<file path="src/hdl/cepc_pkg.sv">
// Shared constants and types for the cross-erosion pixel counter.
package cepc_pkg;

  localparam int CHAR_W    = 8;
  localparam int CFG_W     = 8;
  localparam int CFG_IDX_W = 1;
  localparam int CNT_W     = 15;

  localparam logic [CHAR_W-1:0] SET_THRESHOLD = 8'd42;   // code of '*'
  localparam logic [CNT_W-1:0]  COUNT_MAX     = 15'h7FFF;

  // Configuration register indexes
  localparam logic [CFG_IDX_W-1:0] REG_ROW_COUNT = 1'b0;
  localparam logic [CFG_IDX_W-1:0] REG_COL_COUNT = 1'b1;

  // Position flags of the cell held in the update stage
  typedef struct packed {
    logic cur;      // cell is set
    logic r_ge1;
    logic r_ge2;
    logic r_last;
    logic c_ge1;
    logic c_ge2;
    logic c_last;
  } cepc_cell_t;

endpackage

</file>
<file path="src/hdl/cross_erosion_pixel_counter_top.sv">
// Cross-erosion pixel counter: streaming line-store erosion counter, top level.
//
// Cells arrive in raster order, one character per transfer; a cell is set
// when its code is above 42 ('*'). Per frame of row_count x col_count cells
// the block counts set cells whose in-grid up/down/left/right neighbors are
// all set (neighbors off the grid count as set) and, after the transfer of the
// frame's last cell, delivers the count (saturating at 32767) one transfer
// on the result channel, then starts the next frame from zero. Throughput
// is one cell per clock unless the input stalls: each cell enters a read
// stage that fetches the line-store entry of the next column from a
// single-port-read memory, and the registered cell then reaches an update
// stage that judges the cell above and writes the column entry back. A
// same-cycle write to the entry being read is forwarded, and for a
// one-column grid the written entry feeds the next cell directly. The count
// is registered in the output register when the frame's last cell leaves
// the update stage. The input stalls only when a frame result is ready
// while the previous result still waits in the output register. The line
// store needs no clearing pass after reset: no entry is used before the
// current frame has written it. Writing a configuration register abandons
// the frame in progress; write only while the block is idle. Counts of zero
// act as one, counts above MAX_ROWS / MAX_COLS act as those limits.
module cross_erosion_pixel_counter_top #(
  parameter int MAX_COLS = 128,
  parameter int MAX_ROWS = 128
) (
  input  logic                            clk,
  input  logic                            rst_n,
  // configuration
  input  logic                            cfg_wr_en,
  input  logic [cepc_pkg::CFG_IDX_W-1:0]  cfg_index,
  input  logic [cepc_pkg::CFG_W-1:0]      cfg_wdata,
  // cell stream
  input  logic                            in_valid,
  output logic                            in_ready,
  input  logic [cepc_pkg::CHAR_W-1:0]     in_cell_char,
  // result stream
  output logic                            out_valid,
  input  logic                            out_ready,
  output logic [cepc_pkg::CNT_W-1:0]      out_cross_count
);
  import cepc_pkg::*;

  localparam int COL_W = (MAX_COLS > 1) ? $clog2(MAX_COLS) : 1;
  localparam int ROW_W = (MAX_ROWS > 1) ? $clog2(MAX_ROWS) : 1;

  // ---------------------------------------------------------------------
  // Configuration: kept as last valid index (clamped count minus one)
  // ---------------------------------------------------------------------
  logic [ROW_W-1:0] row_last_r, row_last_nxt;
  logic [COL_W-1:0] col_last_r, col_last_nxt;

  always_comb begin
    row_last_nxt = row_last_r;
    col_last_nxt = col_last_r;
    if (cfg_wr_en) begin
      unique case (cfg_index)
        REG_ROW_COUNT: begin
          if (cfg_wdata == '0)
            row_last_nxt = '0;
          else if (32'(cfg_wdata) > MAX_ROWS)
            row_last_nxt = ROW_W'(MAX_ROWS - 1);
          else
            row_last_nxt = ROW_W'(32'(cfg_wdata) - 32'd1);
        end
        REG_COL_COUNT: begin
          if (cfg_wdata == '0)
            col_last_nxt = '0;
          else if (32'(cfg_wdata) > MAX_COLS)
            col_last_nxt = COL_W'(MAX_COLS - 1);
          else
            col_last_nxt = COL_W'(32'(cfg_wdata) - 32'd1);
        end
        default: begin
          row_last_nxt = row_last_r;
          col_last_nxt = col_last_r;
        end
      endcase
    end
  end

  // ---------------------------------------------------------------------
  // Handshake and pipeline control
  // ---------------------------------------------------------------------
  logic             s1_valid_r;
  cepc_cell_t       s1_cell_r;
  logic [COL_W-1:0] s1_col_r;
  logic             out_valid_r;
  logic [CNT_W-1:0] out_count_r;

  logic s1_frame_end;
  logic s1_stall;
  logic s1_fire;
  logic in_fire;

  assign s1_frame_end = s1_cell_r.r_last && s1_cell_r.c_last;
  // only a frame result that cannot be placed holds the pipeline
  assign s1_stall = s1_valid_r && s1_frame_end && out_valid_r && !out_ready;
  assign s1_fire  = s1_valid_r && !s1_stall;
  assign in_ready = !s1_stall;
  assign in_fire  = in_valid && in_ready;

  // ---------------------------------------------------------------------
  // Read stage: raster position and line-store read of the next column
  // ---------------------------------------------------------------------
  logic [ROW_W-1:0] row_r, row_nxt;
  logic [COL_W-1:0] col_r, col_nxt;
  logic [COL_W-1:0] rd_addr;
  cepc_cell_t       cell_in;

  always_comb begin
    cell_in.cur    = (in_cell_char > SET_THRESHOLD);
    cell_in.r_ge1  = (row_r != '0);
    cell_in.r_ge2  = (32'(row_r) >= 32'd2);
    cell_in.r_last = (row_r == row_last_r);
    cell_in.c_ge1  = (col_r != '0);
    cell_in.c_ge2  = (32'(col_r) >= 32'd2);
    cell_in.c_last = (col_r == col_last_r);
  end

  // column of the cell that follows this one
  assign rd_addr = cell_in.c_last ? '0 : COL_W'(col_r + 1'b1);

  always_comb begin
    row_nxt = row_r;
    col_nxt = col_r;
    if (cfg_wr_en) begin
      row_nxt = '0;
      col_nxt = '0;
    end else if (in_fire) begin
      col_nxt = rd_addr;
      if (cell_in.c_last)
        row_nxt = cell_in.r_last ? '0 : ROW_W'(row_r + 1'b1);
    end
  end

  // ---------------------------------------------------------------------
  // Line store: bit 0 = latest row's cell in the column, bit 1 = row before
  // ---------------------------------------------------------------------
  logic [1:0]       line_mem [MAX_COLS];
  logic [1:0]       rd_q_r;
  logic             byp_r;
  logic [1:0]       byp_data_r;
  logic             wr_en;
  logic [1:0]       wr_data;
  logic [1:0]       rd_entry;

  always_ff @(posedge clk) begin
    if (wr_en)
      line_mem[s1_col_r] <= wr_data;
    if (in_fire)
      rd_q_r <= line_mem[rd_addr];
  end

  // forward a write that lands on the entry read in the same cycle
  always_ff @(posedge clk) begin
    if (in_fire) begin
      byp_r      <= wr_en && (s1_col_r == rd_addr);
      byp_data_r <= wr_data;
    end
  end

  assign rd_entry = byp_r ? byp_data_r : rd_q_r;

  // ---------------------------------------------------------------------
  // Update stage: judge cells, write column entry back, keep the count
  // ---------------------------------------------------------------------
  logic [1:0]       ent_r;       // entry of the column in this stage
  logic             above_l_r;   // cell one row up, one column left
  logic [1:0]       win_r, win_nxt;  // bit 0 = cell to the left, bit 1 = two left
  logic [CNT_W-1:0] count_r, count_nxt;

  logic             inc_above;   // cell one row up
  logic             inc_left;    // cell to the left, last row only
  logic             inc_self;    // frame's last cell
  logic [CNT_W:0]   cnt_sum;

  assign wr_en   = s1_fire;
  assign wr_data = {ent_r[0], s1_cell_r.cur};

  always_comb begin
    inc_above = s1_cell_r.r_ge1 && ent_r[0] && s1_cell_r.cur
              && (!s1_cell_r.r_ge2 || ent_r[1])
              && (!s1_cell_r.c_ge1 || above_l_r)
              && (s1_cell_r.c_last || rd_entry[0]);
    inc_left  = s1_cell_r.r_last && s1_cell_r.c_ge1 && win_r[0] && s1_cell_r.cur
              && (!s1_cell_r.c_ge2 || win_r[1])
              && (!s1_cell_r.r_ge1 || above_l_r);
    inc_self  = s1_frame_end && s1_cell_r.cur
              && (!s1_cell_r.c_ge1 || win_r[0])
              && (!s1_cell_r.r_ge1 || ent_r[0]);
    cnt_sum   = (CNT_W+1)'(count_r) + (CNT_W+1)'(inc_above)
              + (CNT_W+1)'(inc_left) + (CNT_W+1)'(inc_self);
  end

  always_comb begin
    count_nxt = count_r;
    win_nxt   = win_r;
    if (cfg_wr_en) begin
      count_nxt = '0;
      win_nxt   = '0;
    end else if (s1_fire) begin
      if (s1_frame_end) begin
        count_nxt = '0;
        win_nxt   = '0;
      end else begin
        count_nxt = (cnt_sum > (CNT_W+1)'(COUNT_MAX)) ? COUNT_MAX : cnt_sum[CNT_W-1:0];
        win_nxt   = {win_r[0], s1_cell_r.cur};
      end
    end
  end

  // entry and upper-left cell handed to the next cell
  always_ff @(posedge clk) begin
    if (s1_fire) begin
      above_l_r <= ent_r[0];
      // one-column grid: next cell reuses the entry just written
      if (s1_cell_r.c_last && (s1_col_r == '0))
        ent_r <= wr_data;
      else
        ent_r <= rd_entry;
    end
  end

  always_ff @(posedge clk) begin
    if (in_fire) begin
      s1_cell_r <= cell_in;
      s1_col_r  <= col_r;
    end
    if (s1_fire && s1_frame_end)
      out_count_r <= (cnt_sum > (CNT_W+1)'(COUNT_MAX)) ? COUNT_MAX : cnt_sum[CNT_W-1:0];
  end

  always_ff @(posedge clk) begin
    if (!rst_n) begin
      row_last_r  <= '0;
      col_last_r  <= '0;
      row_r       <= '0;
      col_r       <= '0;
      count_r     <= '0;
      win_r       <= '0;
      s1_valid_r  <= 1'b0;
      out_valid_r <= 1'b0;
    end else begin
      row_last_r <= row_last_nxt;
      col_last_r <= col_last_nxt;
      row_r      <= row_nxt;
      col_r      <= col_nxt;
      count_r    <= count_nxt;
      win_r      <= win_nxt;
      if (in_fire)
        s1_valid_r <= 1'b1;
      else if (s1_fire)
        s1_valid_r <= 1'b0;
      if (s1_fire && s1_frame_end)
        out_valid_r <= 1'b1;
      else if (out_ready)
        out_valid_r <= 1'b0;
    end
  end

  assign out_valid       = out_valid_r;
  assign out_cross_count = out_count_r;

  // ---------------------------------------------------------------------
  // Assertions
  // ---------------------------------------------------------------------
  a_stall_needs_result: assert property (@(posedge clk) disable iff (!rst_n)
    !in_ready |-> (out_valid_r && !out_ready && s1_valid_r))
    else $error("input stalled without a waiting result");

  a_frame_end_clears: assert property (@(posedge clk) disable iff (!rst_n)
    (s1_fire && s1_frame_end && !cfg_wr_en) |=> (out_valid_r && count_r == '0 && win_r == '0))
    else $error("frame end did not emit and clear");

  a_col_in_range: assert property (@(posedge clk) disable iff (!rst_n)
    col_r <= col_last_r)
    else $error("column position beyond configured width");

  a_row_in_range: assert property (@(posedge clk) disable iff (!rst_n)
    row_r <= row_last_r)
    else $error("row position beyond configured height");

  a_accept_fills_stage: assert property (@(posedge clk) disable iff (!rst_n)
    in_fire |=> s1_valid_r)
    else $error("accepted cell missing from update stage");

endmodule

</file>
<file path="config.mk">
export PLATFORM = sky130hd
export DESIGN_NAME = cross_erosion_pixel_counter_top
export DESIGN_NICKNAME = d
export VERILOG_FILES = /design/src/hdl/cepc_pkg.sv /design/src/hdl/cross_erosion_pixel_counter_top.sv
export SDC_FILE = /design/constraint.sdc
export NUM_CORES = 1
export LEC_CHECK = 0
export ABC_AREA = 1
export BUFFER_PORTS_ARGS = -buffer_cell sky130_fd_sc_hd__buf_2
export CAP_MARGIN = 20
export CORE_ASPECT_RATIO = 2
export CORE_MARGIN = 10
export CORE_UTILIZATION = 55
export DETAILED_ROUTE_END_ITERATION = 10
export PLACE_DENSITY = 0.75
export SLEW_MARGIN = 5
export SYNTH_ARGS = -nofsm -noshare
export SYNTH_HDL_FRONTEND = slang
export SYNTH_SLANG_ARGS = --single-unit
</file>
<file path="constraint.sdc">
create_clock -name clk -period 4 [get_ports clk]
set_input_delay 0.2 -clock clk [delete_from_list [all_inputs] [get_ports clk]]
set_output_delay 0.2 -clock clk [all_outputs]
set_load 0.05 [all_outputs]
</file>
Word-level counts from Yosys, hierarchy flattened
Memory sizes are Yosys's and may differ from the RTL's. A register that Yosys moved wholly into a read port is not among the register bits.
Cells that the tools add are included.
{"block": "totals", "mem_count": 1, "output_inout_bits": 17, "mem_bits_ro": 0, "inputBits": 22, "word_cells": 98, "latch_bits": 0, "ramBits": 256, "reg_bits": 82}
{"memory": "line_mem", "depth": 128, "width": 2, "read_ports": 1, "rd_ports_with_merged_regs": 1, "write_ports": 1, "line_no": "cross_erosion_pixel_counter_top.sv:139", "rtl": "logic [1:0] line_mem [MAX_COLS];"}
{"block": "op_classes", "add_sub_neg": 6, "mux": 15, "eq_ne": 3, "shifts": 0, "n_div": 0, "n_mul": 0, "reduce_logical": 45, "n_bitwise": 2, "magnitude_cmp": 5}
{"cell": "$add A16 B1 Y16", "n": 2}
{"cell": "$mux W15", "n": 2}
{"cell": "$mux W7", "n": 4}
{"cell": "$logic_and A1 B1 Y1", "n": 22}
{"cell": "$eq A7 B7 Y1", "n": 3}
{"cell": "$add A15 B1 Y16", "n": 1}
{"cell": "$gt A16 B15 Y1 const B", "n": 1}
{"cell": "$add A7 B1 Y7 const B", "n": 2}
{"cell": "$ge A7 B2 Y1 const B", "n": 2}
{"cell": "$reduce_bool A7 Y1", "n": 2}
{"cell": "$gt A8 B6 Y1 const B", "n": 1}
{"cell": "$gt A8 B8 Y1 const B", "n": 1}
{"cell": "$logic_not A8 Y1", "n": 1}
{"cell": "$logic_not A7 Y1", "n": 1}
{"cell": "$logic_or A1 B1 Y1", "n": 7}
{"cell": "$sub A7 B1 Y7 const B", "n": 1}
{"cell": "$logic_not A1 Y1", "n": 6}
{"cell": "$mux W1", "n": 6}
{"cell": "$mux W2", "n": 3}
{"cell": "$reduce_and A2 Y1", "n": 3}
{"cell": "$reduce_bool A2 Y1", "n": 2}
{"cell": "$not A1 Y1", "n": 2}
{"cell": "$reduce_or A2 Y1", "n": 1}

Logic depth before layout (Yosys ltp)
{"block": "logic_depth", "ltp_word": 11, "mapped_depth": 18, "mapped_depth_nobuf": 17}

Least setup slack after synthesis
OpenSTA, ideal clock, no wires.
{"block": "synth_timing", "path_type": "register to register", "start": "register s1_cell_r[6] in the netlist's numbering", "end": "register out_count_r[14], in the netlist out_cross_count[14], data pin", "t_required_ps": 3730, "setup_ps": 270, "slack_ps": -415, "stages_incl_launch_ff": 12, "period_less_slack_ps": 4415, "n_path_buf": 0, "t_arrival_ps": 4144, "path_cell_list": "edfxtp_1 > inv_1 > nor3_1 > fa_1 > ha_1 > inv_1 > fa_1 > nor3_2 > nand4_1 > or3_1 > o21ai_0 > nand3_1"}
{"block": "synth_between", "elab_chain_cells": 9, "elab_cells_between_ends": 15}
{"element": "start, declared", "line_no": "cross_erosion_pixel_counter_top.sv:85", "rtl": "cepc_cell_t s1_cell_r;"}
{"element": "start signal, assigned", "line_no": "cross_erosion_pixel_counter_top.sv:226", "rtl": "s1_cell_r <= cell_in;"}
{"element": "$logic_and A1 B1 Y1", "line_no": "cross_erosion_pixel_counter_top.sv:181", "rtl": "inc_above = s1_cell_r.r_ge1 && ent_r[0] && s1_cell_r.cur"}
{"element": "$logic_and A1 B1 Y1", "line_no": "cross_erosion_pixel_counter_top.sv:182", "rtl": "&& (!s1_cell_r.r_ge2 || ent_r[1])"}
{"element": "$logic_and A1 B1 Y1", "line_no": "cross_erosion_pixel_counter_top.sv:183", "rtl": "&& (!s1_cell_r.c_ge1 || above_l_r)"}
{"element": "$logic_and A1 B1 Y1", "line_no": "cross_erosion_pixel_counter_top.sv:184", "rtl": "&& (s1_cell_r.c_last || rd_entry[0]);"}
{"element": "$add A15 B1 Y16", "line_no": "cross_erosion_pixel_counter_top.sv:191", "rtl": "cnt_sum = (CNT_W+1)'(count_r) + (CNT_W+1)'(inc_above)"}
{"element": "$add A16 B1 Y16", "line_no": "cross_erosion_pixel_counter_top.sv:192", "rtl": "+ (CNT_W+1)'(inc_left) + (CNT_W+1)'(inc_self);"}
{"element": "$add A16 B1 Y16 *", "line_no": "cross_erosion_pixel_counter_top.sv:192"}
{"element": "$gt A16 B15 Y1", "line_no": "cross_erosion_pixel_counter_top.sv:230", "rtl": "out_count_r <= (cnt_sum > (CNT_W+1)'(COUNT_MAX)) ? COUNT_MAX : cnt_sum[CNT_W-1:0];"}
{"element": "$mux W15 *"}
{"element": "end signal, assigned", "line_no": "cross_erosion_pixel_counter_top.sv:230"}
{"element": "end, declared", "line_no": "cross_erosion_pixel_counter_top.sv:88", "rtl": "logic [CNT_W-1:0] out_count_r;"}
Every way passes the cells marked *; elsewhere a longest branch is shown, timed or not.
A chain may end at the register's enable or synchronous reset.

Worst setup path after layout
{"block": "layout_timing", "start": "register byp_r", "end": "register count_r[14]"}
{"block": "layout_between", "elab_chain_cells": 9}
{"element": "start, declared", "line_no": "cross_erosion_pixel_counter_top.sv:141", "rtl": "logic byp_r;"}
{"element": "start signal, assigned", "line_no": "cross_erosion_pixel_counter_top.sv:157", "rtl": "byp_r <= wr_en && (s1_col_r == rd_addr);"}
{"element": "$mux W2 *", "line_no": "cross_erosion_pixel_counter_top.sv:162", "rtl": "assign rd_entry = byp_r ? byp_data_r : rd_q_r;"}
{"element": "$logic_or A1 B1 Y1 *", "line_no": "cross_erosion_pixel_counter_top.sv:184"}
{"element": "$logic_and A1 B1 Y1 *", "line_no": "cross_erosion_pixel_counter_top.sv:184"}
{"element": "$add A15 B1 Y16 *", "line_no": "cross_erosion_pixel_counter_top.sv:191"}
{"element": "$add A16 B1 Y16 * (2 in a row)", "line_no": "cross_erosion_pixel_counter_top.sv:192"}
{"element": "$gt A16 B15 Y1", "line_no": "cross_erosion_pixel_counter_top.sv:206", "rtl": "count_nxt = (cnt_sum > (CNT_W+1)'(COUNT_MAX)) ? COUNT_MAX : cnt_sum[CNT_W-1:0];"}
{"element": "$mux W15 *"}
{"element": "$mux W15 *", "line_no": "cross_erosion_pixel_counter_top.sv:202", "rtl": "if (s1_frame_end) begin"}
{"element": "end signal, assigned", "line_no": "cross_erosion_pixel_counter_top.sv:248", "rtl": "count_r <= count_nxt;"}
{"element": "end, declared", "line_no": "cross_erosion_pixel_counter_top.sv:170", "rtl": "logic [CNT_W-1:0] count_r, count_nxt;"}
Marked as above.

==> flow_metrics.env <==
export IMPL_crit_fanout=4
export IMPL_dpl_instance_area_sq_mm=0.01654
export IMPL_timing_final_setup_violations=0
export IMPL_io_pins=39
export IMPL_finalHoldViolCount=0
export IMPL_crit_required_ns=4.47
export IMPL_worst_hold_path_type="input port to flop"
export IMPL_tns_ns=0
export IMPL_cts_root_buffer_cell="clkbuf_16"
export IMPL_clkSinkCount=340
export IMPL_critical_path_startpoint="byp_r"
export IMPL_clkPwrFrac_pct=36.6
export IMPL_stdcell_area_sq_mm=0.01750
export IMPL_worst_r2r_cell_count=15
export IMPL_fin_ws_ns=0.6527
export IMPL_setup_worst_path_start_class="flop"
export IMPL_fraction_of_final_layout_cells_sized_beyond_drive_strength_1_pct=8.079
export IMPL_critPathCapture="count_r[14]"
export IMPL_filler_cell_count=2328
export IMPL_reg2reg_setup_slack_ns=0.65
export IMPL_drc=0
export IMPL_yosysSeqAreaShare_pct=60.91
export IMPL_unrepaired_setup_endpoints_after_global_routing="false"
export IMPL_post_layout_nonfiller_instances=2130
export IMPL_post_synth_cell_area_avg_sq_um=9.308
export IMPL_synth_area_sq_mm=0.01599
export IMPL_synth_lib_cells_used_distinct=43
export IMPL_synthCells=1718
export IMPL_via_count_of_the_first_global_routing_pass=11820
export IMPL_cts_buffers_inserted=28
export IMPL_critical_path_arrival_ns=3.82
export IMPL_synth_edf_count=293
export IMPL_routed_via_density=5.541
export IMPL_post_dp_hpwl_um=24010
export IMPL_placeableCoreArea_sq_mm=0.02874
export IMPL_maxClockFrequency_mhz=298.7
export IMPL_numPortBuffers=38
export IMPL_final_net_count=1782
export IMPL_place_inst=2073
export IMPL_worst_hold_slack_ns=0.03326
export IMPL_fp_dieArea_sq_mm=0.03671
export IMPL_timing_rr_start="byp_r"
export IMPL_ys_ff_latch=340
export IMPL_num_vias=11800
export IMPL_setup_worst_path_class="flop to flop"
export IMPL_dieWidth_um=140.6
export IMPL_synth_ff_type="edfxtp_1"
export IMPL_status="complete, no violations"
export IMPL_period_minus_slack_ns=3.347
export IMPL_max_cap_violations=0
export IMPL_cts_path_max_buffers=3
export IMPL_antenna_violations_before_repair=0
export IMPL_firstDrtPassIters=6
export IMPL_power_per_cell_area_mw_per_mm2=429.0
export IMPL_switching_share_pct=24.88
export IMPL_vdd_ir_drop_worst_v=0.0003549
export IMPL_async_flop_share_pct=0
export IMPL_timing_worst_slew_pin_value_ns=1.069
export IMPL_gpl_final_weighted_congestion=0.8739
export IMPL_ant_nets=0
export IMPL_slew_violations=0
export IMPL_cts_setup_buffers=0
export IMPL_drc_marker_count_from_the_first_detailed_route_iteration=1091
export IMPL_grt_max_degree=114
export IMPL_postRouteWirelength_um=37670
export IMPL_slew_headroom_pct=28.71
export IMPL_share_of_the_clock_period_used_by_the_worst_path_pct=83.68
export IMPL_grt_pass1_wl_um=60000
export IMPL_routedWlPerCell_um=17.69
export IMPL_groute_usage_overall_pct=20.19
export IMPL_cts_clk_slew_worst_paths_ns=0.07
export IMPL_areaGrowthSynthToFinish_pct=9.413
export IMPL_pre_cts_ws_ns=0.6606
export IMPL_timing_critical_path_to_type="flop"
export IMPL_clock_insertion_delay_worst_skew_ns=0.56
export IMPL_comb_power_share_pct=11.1
export IMPL_power_sequential_fraction_pct=52.2
export IMPL_synthesis_yosys_warnings=0
export IMPL_finalCoreUtilization_pct=60.88
export IMPL_grt_overflow_total=0
export IMPL_leakage_dissipation_nw=7.182
export IMPL_reg_to_reg_end="count_r[14]"
export IMPL_cts_tree="built"
export IMPL_std_cell_rows=88
export IMPL_fin_skew_ns=0.01381
export IMPL_antennaDiodeCount=0
export IMPL_initial_utilization_pct=55.64
export IMPL_power_switching_mw=1.868
export IMPL_htree_num_levels=1
export IMPL_synth_nets=1752
export IMPL_die_y_um=261.1
export IMPL_design_power_total_mw=7.506
export IMPL_cell_internal_pwr_mw=5.638
[cell usage after synthesis, types with 10 or more instances]
| library cell | count | area (sq um) |
|---|---|---|
| dfxtp_1 | 47 | 940.9 |
| o2111ai_1 | 13 | 113.9 |
| inv_1 | 301 | 1130 |
| nor2_1 | 182 | 683.2 |
| o21ai_0 | 41 | 205.2 |
| ha_1 | 10 | 125.1 |
| nor3_1 | 21 | 105.1 |
| xor2_1 | 17 | 148.9 |
| nand3_1 | 269 | 1346 |
| nand2_1 | 339 | 1272 |
| edfxtp_1 | 293 | 8798 |
| a21oi_1 | 47 | 235.2 |
| or2_2 | 13 | 81.33 |
| buf_2 | 30 | 150.1 |
| clkbuf_1 | 28 | 105.1 |
[registers in the layout, indices dropped and copies added, names as in the netlist]
| name | flops |
|---|---|
| win_r | 2 |
| out_cross_count | 15 |
| row_r | 7 |
| count_r | 15 |
| rd_q_r | 2 |
| byp_r | 1 |
| s1_cell_r | 7 |
| line_mem | 256 |
| above_l_r | 1 |
| s1_valid_r | 1 |
| col_r | 7 |
| row_last_r | 7 |
| col_last_r | 7 |
| ent_r | 2 |
| out_valid | 1 |
| byp_data_r | 2 |
| s1_col_r | 7 |
[worst max-delay path: stages, from the launching register on]
cell      delay, ns
edfxtp_1       0.39
mux2_2         0.36
nor2_1         0.12
nor3_2         0.07
fa_1           0.52
ha_1           0.18
inv_1          0.06
fa_2           0.37
nor3_4         0.18
nand4_1        0.19
or3_4          0.41
nor2_1         0.11
nand2_1        0.06
nand3_1        0.09
nand2_1        0.06
a21oi_1        0.11
[cells in the final DEF, fill, tap and decap left out, types with 2 or more instances in the layout]
master / count
clkinv_2: 7
clkbuf_16: 29
xnor2_1: 6
edfxtp_1: 293
o22ai_1: 3
o21ai_1: 6
nand2_2: 4
clkbuf_1: 4
nor2_4: 2
a21oi_1: 47
inv_1: 301
ha_1: 10
buf_4: 24
inv_2: 4
nor3_4: 2
buf_12: 3
buf_2: 38
dfxtp_1: 47
nand2_1: 339
nor3_1: 19
and3_1: 2
nand3_1: 269
dlygate4sd3_1: 5
nand4_1: 5
nor3b_1: 2
bufinv_16: 3
o2111ai_1: 13
o31ai_1: 2
or2_2: 13
clkinv_1: 10
xor2_1: 17
nor3_2: 3
nor2_1: 181
o21ai_0: 40
[area by class of cell]
type	instances	area [sq um]	share of cell area (%)
Clock inverter	19	165.2	0.9440
Sequential cell	340	9739	55.67
Multi-Input combinational cell	1000	4763	27.23
Timing Repair Buffer	70	480.5	2.746
Inverter	308	1156	6.608
Clock buffer	33	740.7	4.234
Tap cell	360	450.4	2.575
[cells by family after synthesis]
group	share of synthesized area, %
buffers and inverters	9.530
AO/OA/AOI/OAI	4.147
AND/OR/NAND/NOR	22.99
flip-flops	60.91
multiplexers	0.1330
XOR/XNOR	1.260
adder cells (fa/ha/maj)	1.033
[repair_timing]
action / 4_1_cts / 5_1_grt
hold endpoints to repair: 13 / 0
hold buffers: 5 / 0
resized for setup: 0 / 0
[power groups by stage]
stage / logic (mW) / registers, mW / clock network, mW
floorplan: 0.557 / 4.02 / 0
global placement: 0.804 / 4.00 / 0
detailed placement: 0.819 / 4.00 / 0
CTS: 0.830 / 3.92 / 2.77
global route: 0.920 / 3.92 / 2.92
finish: 0.837 / 3.92 / 2.75
[worst min-delay path by stage]
stage | start | to | slack (ns) | cells after the start
after floorplan | in_valid | s1_valid_r | 0.35 | 2
after global placement | count_r[3] | count_r[3] | 0.46 | 2
after detailed placement | count_r[3] | count_r[3] | 0.47 | 2
after CTS | in_cell_char[5] | s1_cell_r[6] | 0.03 | 3
after global routing | cfg_index | col_last_r[1] | 0.06 | 4
final | in_cell_char[5] | s1_cell_r[6] | 0.03 | 3
[per-layer routing]
layer  global-route usage (%)  wire length [um]  vias up
li1                         -                 -     5663
met1                    21.38             13490     5588
met2                    37.58             20090      426
met3                    2.521              2185      126
met4                    11.29              1911        0
met5                        0                 0        -
No activity file was read; power rests on OpenSTA's default activity.
